**config.mk**
```make
export PLATFORM = sky130hd
export DESIGN_NAME = utf8_to_utf16_transcoder
export DESIGN_NICKNAME = d
export VERILOG_FILES = /design/src/hw/rtl/u8u16_pkg.sv /design/src/hw/rtl/u8u16_step.sv /design/src/hw/rtl/u8u16_unit_queue.sv /design/src/hw/rtl/utf8_to_utf16_transcoder.sv
export SDC_FILE = /design/constraint.sdc
export NUM_CORES = 1
export LEC_CHECK = 0
export BUFFER_PORTS_ARGS = -buffer_cell sky130_fd_sc_hd__buf_2
export CAP_MARGIN = 20
export CORE_UTILIZATION = 47
export DETAILED_ROUTE_END_ITERATION = 12
export MAX_ROUTING_LAYER = met4
export PLACE_DENSITY = 0.67
export SLEW_MARGIN = 20
export SYNTH_ARGS = -nofsm -noshare
export SYNTH_HDL_FRONTEND = slang
export SYNTH_HIERARCHICAL = 1
export SYNTH_SLANG_ARGS = --single-unit
```
**constraint.sdc**
```tcl
create_clock -name clk -period 2.5 [get_ports clk]
set_input_delay 0.625 -clock clk [delete_from_list [all_inputs] [get_ports clk]]
set_output_delay 0.625 -clock clk [all_outputs]
set_load 0.1 [all_outputs]
```
**src/hw/rtl/u8u16_pkg.sv**
```systemverilog
// shared types, constants and byte classing for the utf-8 to utf-16 transcoder
package u8u16_pkg;

  localparam int unsigned MaxUnits = 4;

  localparam logic [15:0] UNIT_BAD  = 16'h003F;
  localparam logic [15:0] HIGH_SURR = 16'hD800;
  localparam logic [15:0] LOW_SURR  = 16'hDC00;
  localparam logic [20:0] PLANE_ONE = 21'h10000;

  typedef enum logic [2:0] {
    KIND_CONT,
    KIND_SINGLE,
    KIND_LEAD2,
    KIND_LEAD3,
    KIND_LEAD4,
    KIND_BAD
  } byte_kind_t;

  // units produced by one input byte, lowest slot goes out first
  typedef struct packed {
    logic [MaxUnits-1:0][15:0] units;
    logic [2:0]                count;
    logic                      last;
  } unit_bundle_t;

  // class a byte by its top five bits
  function automatic byte_kind_t kind_of(input logic [7:0] b);
    byte_kind_t k;
    priority if (b[7] == 1'b0) begin
      k = KIND_SINGLE;
    end else if (b[7:6] == 2'b10) begin
      k = KIND_CONT;
    end else if (b[7:5] == 3'b110) begin
      k = KIND_LEAD2;
    end else if (b[7:4] == 4'b1110) begin
      k = KIND_LEAD3;
    end else if (b[7:3] == 5'b11110) begin
      k = KIND_LEAD4;
    end else begin
      k = KIND_BAD;
    end
    return k;
  endfunction

endpackage

```
**src/hw/rtl/u8u16_step.sv**
```systemverilog
// per-byte decode step with the open-sequence state registers
module u8u16_step (
  input  logic                    clk,
  input  logic                    rst,
  input  logic                    take,
  input  logic [7:0]              in_byte,
  input  logic                    is_last,
  output u8u16_pkg::unit_bundle_t bundle
);

  logic [1:0]  bytes_needed, bytes_needed_next;
  logic [1:0]  bytes_taken, bytes_taken_next;
  logic [20:0] partial_point, partial_point_next;

  u8u16_pkg::byte_kind_t kind;
  logic        open_seq;
  logic [2:0]  pre_bad;
  logic [15:0] fresh_unit;
  logic [2:0]  fresh_cnt;
  logic [20:0] grown;
  logic [20:0] offset;
  logic [1:0]  taken_inc;

  assign kind      = u8u16_pkg::kind_of(in_byte);
  assign open_seq  = (bytes_needed != 2'd0);
  assign grown     = {partial_point[14:0], in_byte[5:0]};
  assign offset    = grown - u8u16_pkg::PLANE_ONE;
  assign taken_inc = bytes_taken + 2'd1;

  always_comb begin
    bytes_needed_next  = bytes_needed;
    bytes_taken_next   = bytes_taken;
    partial_point_next = partial_point;
    bundle.last        = is_last;
    bundle.count       = 3'd0;
    bundle.units       = '{default: u8u16_pkg::UNIT_BAD};
    pre_bad            = 3'd0;
    fresh_unit         = u8u16_pkg::UNIT_BAD;
    fresh_cnt          = 3'd1;

    if (open_seq && kind == u8u16_pkg::KIND_CONT) begin
      // continuation extends the open sequence
      if (taken_inc == bytes_needed) begin
        if (grown[20:16] == 5'd0) begin
          bundle.units[0] = grown[15:0];
          bundle.count    = 3'd1;
        end else begin
          bundle.units[0] = u8u16_pkg::HIGH_SURR + {5'd0, offset[20:10]};
          bundle.units[1] = u8u16_pkg::LOW_SURR + {6'd0, offset[9:0]};
          bundle.count    = 3'd2;
        end
        bytes_needed_next  = 2'd0;
        bytes_taken_next   = 2'd0;
        partial_point_next = '0;
      end else if (is_last) begin
        // cut off by end of string: lead plus taken bytes become '?'
        bundle.count       = {1'b0, taken_inc} + 3'd1;
        bytes_needed_next  = 2'd0;
        bytes_taken_next   = 2'd0;
        partial_point_next = '0;
      end else begin
        bytes_taken_next   = taken_inc;
        partial_point_next = grown;
      end
    end else begin
      // broken sequence flushes first, then the byte starts fresh
      if (open_seq) begin
        pre_bad = {1'b0, bytes_taken} + 3'd1;
      end
      bytes_needed_next  = 2'd0;
      bytes_taken_next   = 2'd0;
      partial_point_next = '0;
      unique case (kind)
        u8u16_pkg::KIND_SINGLE: begin
          fresh_unit = {8'd0, in_byte};
        end
        u8u16_pkg::KIND_CONT, u8u16_pkg::KIND_BAD: begin
          fresh_unit = u8u16_pkg::UNIT_BAD;
        end
        u8u16_pkg::KIND_LEAD2, u8u16_pkg::KIND_LEAD3, u8u16_pkg::KIND_LEAD4: begin
          if (is_last) begin
            fresh_unit = u8u16_pkg::UNIT_BAD;
          end else begin
            fresh_cnt = 3'd0;
            unique case (kind)
              u8u16_pkg::KIND_LEAD2: begin
                bytes_needed_next  = 2'd1;
                partial_point_next = {16'd0, in_byte[4:0]};
              end
              u8u16_pkg::KIND_LEAD3: begin
                bytes_needed_next  = 2'd2;
                partial_point_next = {17'd0, in_byte[3:0]};
              end
              default: begin
                bytes_needed_next  = 2'd3;
                partial_point_next = {18'd0, in_byte[2:0]};
              end
            endcase
          end
        end
        default: begin
          fresh_unit = u8u16_pkg::UNIT_BAD;
        end
      endcase
      for (int i = 0; i < u8u16_pkg::MaxUnits; i++) begin
        if (3'(i) >= pre_bad) begin
          bundle.units[i] = fresh_unit;
        end
      end
      bundle.count = pre_bad + fresh_cnt;
    end
  end

  always_ff @(posedge clk) begin
    if (rst) begin
      bytes_needed  <= 2'd0;
      bytes_taken   <= 2'd0;
      partial_point <= '0;
    end else if (take) begin
      bytes_needed  <= bytes_needed_next;
      bytes_taken   <= bytes_taken_next;
      partial_point <= partial_point_next;
    end
  end

endmodule

```
**src/hw/rtl/u8u16_unit_queue.sv**
```systemverilog
// result register that hands out the units of one byte one per cycle while unit_ready is high
module u8u16_unit_queue (
  input  logic                    clk,
  input  logic                    rst,
  input  logic                    load,
  input  u8u16_pkg::unit_bundle_t bundle,
  output logic                    can_load,
  output logic                    unit_valid,
  input  logic                    unit_ready,
  output logic [15:0]             code_unit,
  output logic                    last_unit
);

  logic [u8u16_pkg::MaxUnits-1:0][15:0] units;
  logic [2:0] remaining;
  logic [1:0] slot;
  logic       bundle_last;
  logic       pop;

  assign unit_valid = (remaining != 3'd0);
  assign pop        = unit_valid && unit_ready;
  assign can_load   = (remaining == 3'd0) || (remaining == 3'd1 && unit_ready);
  assign code_unit  = units[slot];
  assign last_unit  = bundle_last && (remaining == 3'd1);

  always_ff @(posedge clk) begin
    if (rst) begin
      remaining <= 3'd0;
      slot      <= 2'd0;
    end else if (load) begin
      remaining <= bundle.count;
      slot      <= 2'd0;
    end else if (pop) begin
      remaining <= remaining - 3'd1;
      slot      <= slot + 2'd1;
    end
  end

  always_ff @(posedge clk) begin
    if (load) begin
      units       <= bundle.units;
      bundle_last <= bundle.last;
    end
  end

endmodule

```
**src/hw/rtl/utf8_to_utf16_transcoder.sv**
```systemverilog
// top level: utf-8 byte stream in, utf-16 code unit stream out
//
// Takes one utf-8 byte per request with tlast on the final byte of a string
// and gives utf-16 code units, tlast on the final unit of that string. A byte
// sits in an input register while the decode step classes it, extends or
// closes the open sequence and forms zero to four units; these are caught in
// a result register and leave one unit per cycle while the unit side is
// ready. A byte is taken every cycle as long as each byte gives at most one
// unit and the unit side is ready; a byte that gives more units holds the
// stream until all of them have left. Bad leads, stray continuations, broken and
// cut-off sequences turn into one '?' for the lead and for each continuation
// taken; the breaking byte is then decoded on its own. Overlong forms and
// encoded surrogates pass unchecked.
module utf8_to_utf16_transcoder (
  input  logic        clk,
  input  logic        rst,
  // byte side
  input  logic        s_axis_tvalid,
  output logic        s_axis_tready,
  input  logic [7:0]  s_axis_tdata,   // [7:0] in_byte
  input  logic        s_axis_tlast,   // is_last
  // unit side
  output logic        m_axis_tvalid,
  input  logic        m_axis_tready,
  output logic [15:0] m_axis_tdata,   // [15:0] code_unit
  output logic        m_axis_tlast    // last_unit
);

  // input register
  logic       in_valid;
  logic [7:0] in_byte;
  logic       is_last;

  logic                    can_load;
  logic                    advance;
  logic                    s_take;
  u8u16_pkg::unit_bundle_t bundle;

  // the held byte moves on when the result register is free or frees up now
  assign advance       = in_valid && can_load;
  assign s_axis_tready = !in_valid || advance;
  assign s_take        = s_axis_tvalid && s_axis_tready;

  always_ff @(posedge clk) begin
    if (rst) begin
      in_valid <= 1'b0;
    end else if (s_take) begin
      in_valid <= 1'b1;
    end else if (advance) begin
      in_valid <= 1'b0;
    end
  end

  always_ff @(posedge clk) begin
    if (s_take) begin
      in_byte <= s_axis_tdata;
      is_last <= s_axis_tlast;
    end
  end

  // decode step and sequence state
  u8u16_step u_step (
    .clk     (clk),
    .rst     (rst),
    .take    (advance),
    .in_byte (in_byte),
    .is_last (is_last),
    .bundle  (bundle)
  );

  // result register, one unit per cycle out while m_axis_tready is high
  u8u16_unit_queue u_queue (
    .clk        (clk),
    .rst        (rst),
    .load       (advance),
    .bundle     (bundle),
    .can_load   (can_load),
    .unit_valid (m_axis_tvalid),
    .unit_ready (m_axis_tready),
    .code_unit  (m_axis_tdata),
    .last_unit  (m_axis_tlast)
  );

endmodule

```
==> qor.csv, run 1 <==
stage,metric,value,unit
outcome,status,"finished, final reports clean",
clock_tree,root buf cell,clkbuf_8,
global_routing,vias in the first global route,2682,
floorplan,initial core utilization,0.484,
setup_path,critical path arrival,1.77,ns
clock_tree,CTS clock-pin slew for the worst setup and hold paths,0.09,ns
routing,drt pass-1 iters,5,
routing,via/cell ratio,5.33,
routing,total vias in the final route,2814,
setup_path,R2R Setup Slk,0.29,ns
placed_design,PortBufs,31,
setup_path,CP startpoint kind,flop,
timing,RSZ-0062 raised after global routing,false,
setup_path,RR Startpoint,u_step/partial_point[10]$_SDFFE_PP0P_,
setup_path,CP Cell Sequence,buf_12 > mux4_2 > buf_12,
placed_design,Final GP Congestion,0.854,
setup_path,CP max stage delay,0.55,ns
setup_path,Critical Path End Type,output port,
setup_path,WS Path Type,reg -> out,
clock_tree,Post CTS Setup Buffer Count,0,
clock_tree,Max H-tree Level,3,
global_routing,first-pass GRT wire length,13600,µm
final_layout,Layout area overhead,12.1,%
timing,Final Critical Period,2.39,ns
power_and_ir_drop,Cell Pwr Density,960,nW/µm²
routing,initial drt markers,183,
floorplan,die area,10500,µm²
setup_path,RR Endpoint,u_queue/remaining[0]$_SDFFE_PP0P_,
setup_path,crit-path leading delay family,multiplexers,
hold_path,Hold EP,in_byte[3]$_DFFE_PP_,
hold_path,Hold Crit Start,s_axis_tdata[3],
synth,synthesized cell area,4730,µm²
power_and_ir_drop,Final Power,5090,µW
power_and_ir_drop,Clock Power Share,0.195,
synth,Post-synth EDFFs,74,
power_and_ir_drop,Seq pwr share,0.428,
placed_design,HPWL Detailed,5790,µm
final_layout,storage element area,2730,µm²
clock_tree,CTS Buffer Depth,2,
power_and_ir_drop,Peak VDD IR,0.000363,V
synth,Synth area leader,edfxtp_1,
timing,Slew HR,0.522,
setup_path,Critical Path RT,1.88,ns
synth,"top cells by area, synth","edfxtp_1, dfxtp_1, mux4_2",
global_routing,grt ovf,0,
final_layout,Nets,412,
final_layout,layout cells sized above 1,0.251,
final_layout,# fillers,842,
routing,antenna-violating nets left,0,
floorplan,DIE HEIGHT,102,µm
hold_path,Hold Crit Class,in -> reg,
timing,Fin. Hold Viols,0,
synth,top_reg_cell synth,edfxtp_1,
power_and_ir_drop,P_int,3140,µW
setup_path,WP buf/inv,2,
synth,syn avg cell area,13.2,µm²
clock_tree,CTS Sinks,99,
routing,# DRC,0,
final_layout,most frequent cells in the layout,"edfxtp_1, nor2_1, dfxtp_1, buf_2, conb_1",
synth,Yosys warning count,6,
final_layout,Multi-input gate area,1730,µm²
floorplan,Horiz. Die Dim,102,µm
global_routing,initial antenna violation count,0,
clock_tree,Clock Latency Late Sink,0.35,ns
synth,"Async S/R FF share, synth",0,
global_routing,GRT Util Overall,0.183,
timing,fin. max-slew vios,0,
global_routing,largest net degree at the start of global routing,36,
timing,Worst-Margin Slew,0.707,ns
power_and_ir_drop,NetSw,1950,µW
power_and_ir_drop,Lkg Pwr,0.00189,µW
floorplan,number of I/O pins,32,
timing,TNS Setup,0,ns
final_layout,Ant. Diodes,0,
timing,skew final,0.00542,ns
setup_path,Crit path top cell by count,buf_12,
hold_path,Hold Path Depth,1,
routing,Post-Route WL,8240,µm
clock_tree,CTS Buf Count,9,
floorplan,CORE AREA,9770,µm²
synth,number of distinct library cells after synthesis,63,
setup_path,Worst Reg-to-Reg Cells,9,
synth,Mapped Cells,359,
clock_tree,CTS tree,done,
floorplan,# rows,36,
setup_path,crit-path max FO,9,
synth,register area share after synthesis,0.576,
power_and_ir_drop,switch share,0.384,
timing,fmax,418,MHz
routing,WL/cell,15.6,µm
synth,Synth Register Bits,99,
final_layout,"most common cell after layout, fill and taps aside",edfxtp_1,
timing,Setup-failing EPs final,0,
timing,Final Cycle Share,0.957,
flow_run,Max-Cap Viols,0,
setup_path,"slowest stage cell, crit path",mux4_2,
synth,share of Yosys cell area claimed by the top area cell type,0.470,
power_and_ir_drop,combinational share of power,0.376,
==> Yosys cell counts (5+ instances only) <==
cell and number:
buf_2 6, mux4_1 6, or2_1 6, edfxtp_1 74, ha_1 8, a21oi_1 14
nor2_1 24, a32oi_1 5, nand2_1 17, or2_2 9, mux4_2 10, inv_1 13
nor3_1 5, nand2b_1 10, o22a_1 5, a22o_1 11, dfxtp_1 25, buf_4 27
nor2b_1 6, o21ai_0 10
==> timing repair <==
item,in CTS,in global routing
setup endpoints to repair,16,1
resized for setup,2,1
cloned,0,0
hold buffers,0,0
==> worst max-delay path by stage <==
stage / cells past startpoint / end / start / slack (ns)
final: 3 / m_axis_tdata[2] / u_queue/slot[0]$_SDFFE_PP0P_ / 0.11
after global routing: 3 / m_axis_tdata[2] / u_queue/slot[0]$_SDFFE_PP0P_ / 0.02
after CTS: 3 / m_axis_tdata[2] / u_queue/slot[0]$_SDFFE_PP0P_ / 0.07
after detailed placement: 8 / u_step/bytes_taken[0]$_SDFFE_PP0P_ / m_axis_tready / 0.23
after global placement: 2 / m_axis_tdata[15] / u_queue/slot[1]$_SDFFE_PP0P_ / 0.30
after floorplan: 9 / u_queue/units[23]$_DFFE_PP_ / u_step/bytes_taken[0]$_SDFFE_PP0P_ / 0.01
==> power by group through the flow <==
| stage | logic, µW | registers (µW) | clock network [µW] |
|---|---|---|---|
| 4_1_cts | 1920 | 2190 | 1020 |
| 3_5_place_dp | 1920 | 2220 | 0 |
| 3_3_place_gp | 1900 | 2210 | 0 |
| 2_1_floorplan | 1480 | 2150 | 0 |
| 5_1_grt | 2020 | 2210 | 1090 |
| 6_report | 1920 | 2180 | 995 |
==> cells by family after synthesis <==
family | count (synthesis) | synth area share
compound gates | 74 | 0.123
flops | 99 | 0.576
mux | 17 | 0.0833
xor+xnor | 5 | 0.00926
fa+ha+maj | 8 | 0.0212
other cells | 1 | 0.000793
simple gates | 98 | 0.114
buf+inv | 57 | 0.0730
==> sequential cells by signal, summed over array words and instances (netlist names) <==
signal,count
u_queue/units,64
u_step/partial_point,15
in_byte,8
u_queue/remaining,3
u_queue/slot,2
u_step/bytes_needed,2
u_step/bytes_taken,2
in_valid,1
is_last,1
u_queue/bundle_last,1
==> area by class of cell <==
cell class                      instances  share of cell area
Multi-Input combinational cell        221               0.327
Clock inverter                          6              0.0123
Timing Repair Buffer                   43              0.0802
Tap cell                              133              0.0314
Clock buffer                            9              0.0234
Sequential cell                        99               0.514
Inverter                               17              0.0120
==> worst reg2reg max path, delay by kind of cell (launching register included) <==
| family | cells | cell delay [ns] |
|---|---|---|
| AOI/OAI and AO/OA | 4 | 0.78 |
| and+or+nand+nor | 2 | 0.69 |
| DFF | 1 | 0.36 |
| adders and majority gates | 1 | 0.20 |
| buffers and inverters | 2 | 0.13 |
==> per-stage QoR <==
stage	cell area, µm²	hold WS (ns)	setup WS (ns)	std cells	util
2_1_floorplan	4800	0.461	0.0112	377	-
3_3_place_gp	5110	0.486	0.302	513	0.523
3_5_place_dp	5110	0.485	0.230	513	0.523
4_1_cts	5300	0.422	0.0700	528	0.542
5_1_grt	5300	0.414	0.0218	528	0.542
6_report	5300	0.441	0.107	528	0.542
==> metal layers <==
metal  share of wire  wire, µm  global-route usage  vias up
met5               0         0                   -        -
li1                -         -                   -     1358
met1            0.45      3670               0.235     1384
met4          0.0061        50              0.0560        0
met3           0.051       424              0.0390        4
met2            0.50      4090               0.291       68
Note: power is estimated with default switching activity, not from simulation.
==> run 2: changes to the inputs <==
clock period = 2.2 ns   (was 2.5 ns; I/O delays follow)
==> qor.csv, run 2 (synthesized netlist as in run 1, its figures left out) <==
stage,metric,value,unit
clock_tree,Max H-tree Level,3,
final_layout,max FFs per register,64,
global_routing,grt ovf,0,
power_and_ir_drop,NetSw,2280,µW
placed_design,dpl cell area,5210,µm²
routing,via/cell ratio,5.22,
global_routing,largest net degree at the start of global routing,32,
setup_path,"slowest stage cell, crit path",mux4_2,
setup_path,WS Path Type,reg -> out,
setup_path,crit-path leading delay family,multiplexers,
setup_path,WP buf/inv,2,
timing,Hold Slack,0.367,ns
floorplan,CORE AREA,9770,µm²
timing,skew final,0.00860,ns
setup_path,CP startpoint kind,flop,
routing,drt pass-1 iters,4,
power_and_ir_drop,Final Power,6160,µW
setup_path,critical path arrival,1.66,ns
power_and_ir_drop,Seq pwr share,0.401,
power_and_ir_drop,combinational share of power,0.397,
timing,Final Worst Setup Slack,-0.00920,ns
final_layout,Final Cell Area,5520,µm²
clock_tree,root buf cell,clkbuf_8,
power_and_ir_drop,Clock Power Share,0.202,
routing,antenna-violating nets left,0,
timing,Fin. Hold Viols,0,
setup_path,crit-path max FO,8,
floorplan,# rows,36,
flow_run,Max-Cap Viols,0,
outcome,status,"complete, but fails checks",
final_layout,Nets,423,
final_layout,Layout area overhead,16.7,%
global_routing,GRT Util Overall,0.181,
clock_tree,CTS tree,done,
power_and_ir_drop,Cell Pwr Density,1110,nW/µm²
routing,initial drt markers,188,
clock_tree,CTS Buffer Depth,2,
setup_path,Crit path top cell by count,buf_12,
floorplan,initial core utilization,0.484,
clock_tree,CTS Sinks,99,
final_layout,Ant. Diodes,0,
routing,total vias in the final route,2818,
placed_design,PortBufs,31,
hold_path,Hold Crit Class,in -> reg,
final_layout,Util after Layout,0.565,
floorplan,Horiz. Die Dim,102,µm
global_routing,vias in the first global route,2745,
outcome,failing checks,setup timing,
floorplan,number of I/O pins,32,
timing,fin. max-slew vios,0,
routing,Post-Route WL,8410,µm
final_layout,Top reg by flops,u_queue/units,
setup_path,R2R Setup Slk,0.13,ns
final_layout,"most common cell after layout, fill and taps aside",edfxtp_1,
setup_path,CP Cell Sequence,buf_12 > mux4_2 > buf_12,
power_and_ir_drop,Lkg Pwr,0.00197,µW
global_routing,initial antenna violation count,0,
placed_design,HPWL Detailed,5970,µm
timing,Setup-failing EPs final,2,
placed_design,Final GP Congestion,0.867,
timing,Worst-Margin Slew,0.620,ns
power_and_ir_drop,Peak VDD IR,0.000436,V
clock_tree,CTS clock-pin slew for the worst setup and hold paths,0.09,ns
routing,# DRC,0,
clock_tree,Clock Latency Late Sink,0.35,ns
floorplan,DIE HEIGHT,102,µm
timing,fmax,453,MHz
timing,Final Critical Period,2.21,ns
floorplan,die area,10500,µm²
timing,Slew HR,0.586,
final_layout,layout cells sized above 1,0.310,
clock_tree,CTS Buf Count,9,
setup_path,Critical Path End Type,output port,
final_layout,biggest regs,"u_queue/units (64), u_step/partial_point (15), in_byte (8)",
setup_path,CP max stage delay,0.55,ns
timing,Final Cycle Share,1.00,
global_routing,first-pass GRT wire length,13700,µm
power_and_ir_drop,switch share,0.370,
timing,RSZ-0062 raised after global routing,true,
power_and_ir_drop,P_int,3880,µW
routing,WL/cell,15.6,µm
final_layout,most frequent cells in the layout,"edfxtp_1, nor2_1, dfxtp_1, buf_4, conb_1",
setup_path,Critical Path RT,1.65,ns
## run 2: what timing repair did
item | CTS | global route
hold buffers | 0 | 0
buffers inserted | 0 | 1
endpoints found under the setup margin | 18 | 26
pin swaps | 0 | 1
cloned | 1 | 0
gates resized for setup | 22 | 15
## run 2: final cells by class
class | count | area [µm²]
Multi-Input combinational cell | 221 | 1740
Clock inverter | 4 | 76.3
Tap cell | 133 | 166
Inverter | 17 | 63.8
Fill cell | 792 | 4250
Clock buffer | 12 | 135
Timing Repair Buffer | 54 | 613
Sequential cell | 99 | 2730
## run 2: power groups by stage
stage,logic [µW],registers (µW),clock network [µW]
2_1_floorplan,1690,2450,0
3_3_place_gp,2270,2480,0
3_5_place_dp,2310,2490,0
4_1_cts,2420,2460,1270
5_1_grt,2570,2500,1340
6_report,2450,2470,1240
## run 2: path summary, 6_finish.rpt
path | cells after the start | startpoint | end
hold reg to reg | 1 | u_step/partial_point[7]$_SDFFE_PP0P_ | u_step/partial_point[13]$_SDFFE_PP0P_
setup / recovery | 3 | u_queue/slot[0]$_SDFFE_PP0P_ | m_axis_tdata[5]
setup reg to reg | 9 | u_step/partial_point[10]$_SDFFE_PP0P_ | u_queue/remaining[0]$_SDFFE_PP0P_
hold / removal | 1 | s_axis_tlast | is_last$_DFFE_PP_
## run 2: metal layers
layer | track usage | vias up | share of wire
met5 | - | - | 0
met4 | 0.0549 | 0 | 0.015
met3 | 0.0356 | 10 | 0.032
met2 | 0.298 | 51 | 0.50
met1 | 0.227 | 1373 | 0.45
li1 | - | 1384 | -
## run 2: metrics by stage
stage	setup TNS [ns]	instances	worst slack, ns
finish	-0.0101	540	-0.00920
global route	-0.525	540	-0.0620
CTS	-0.297	539	-0.0579
detailed placement	0	522	0.00886
global placement	0	522	0.0653
floorplan	0	377	0.0378
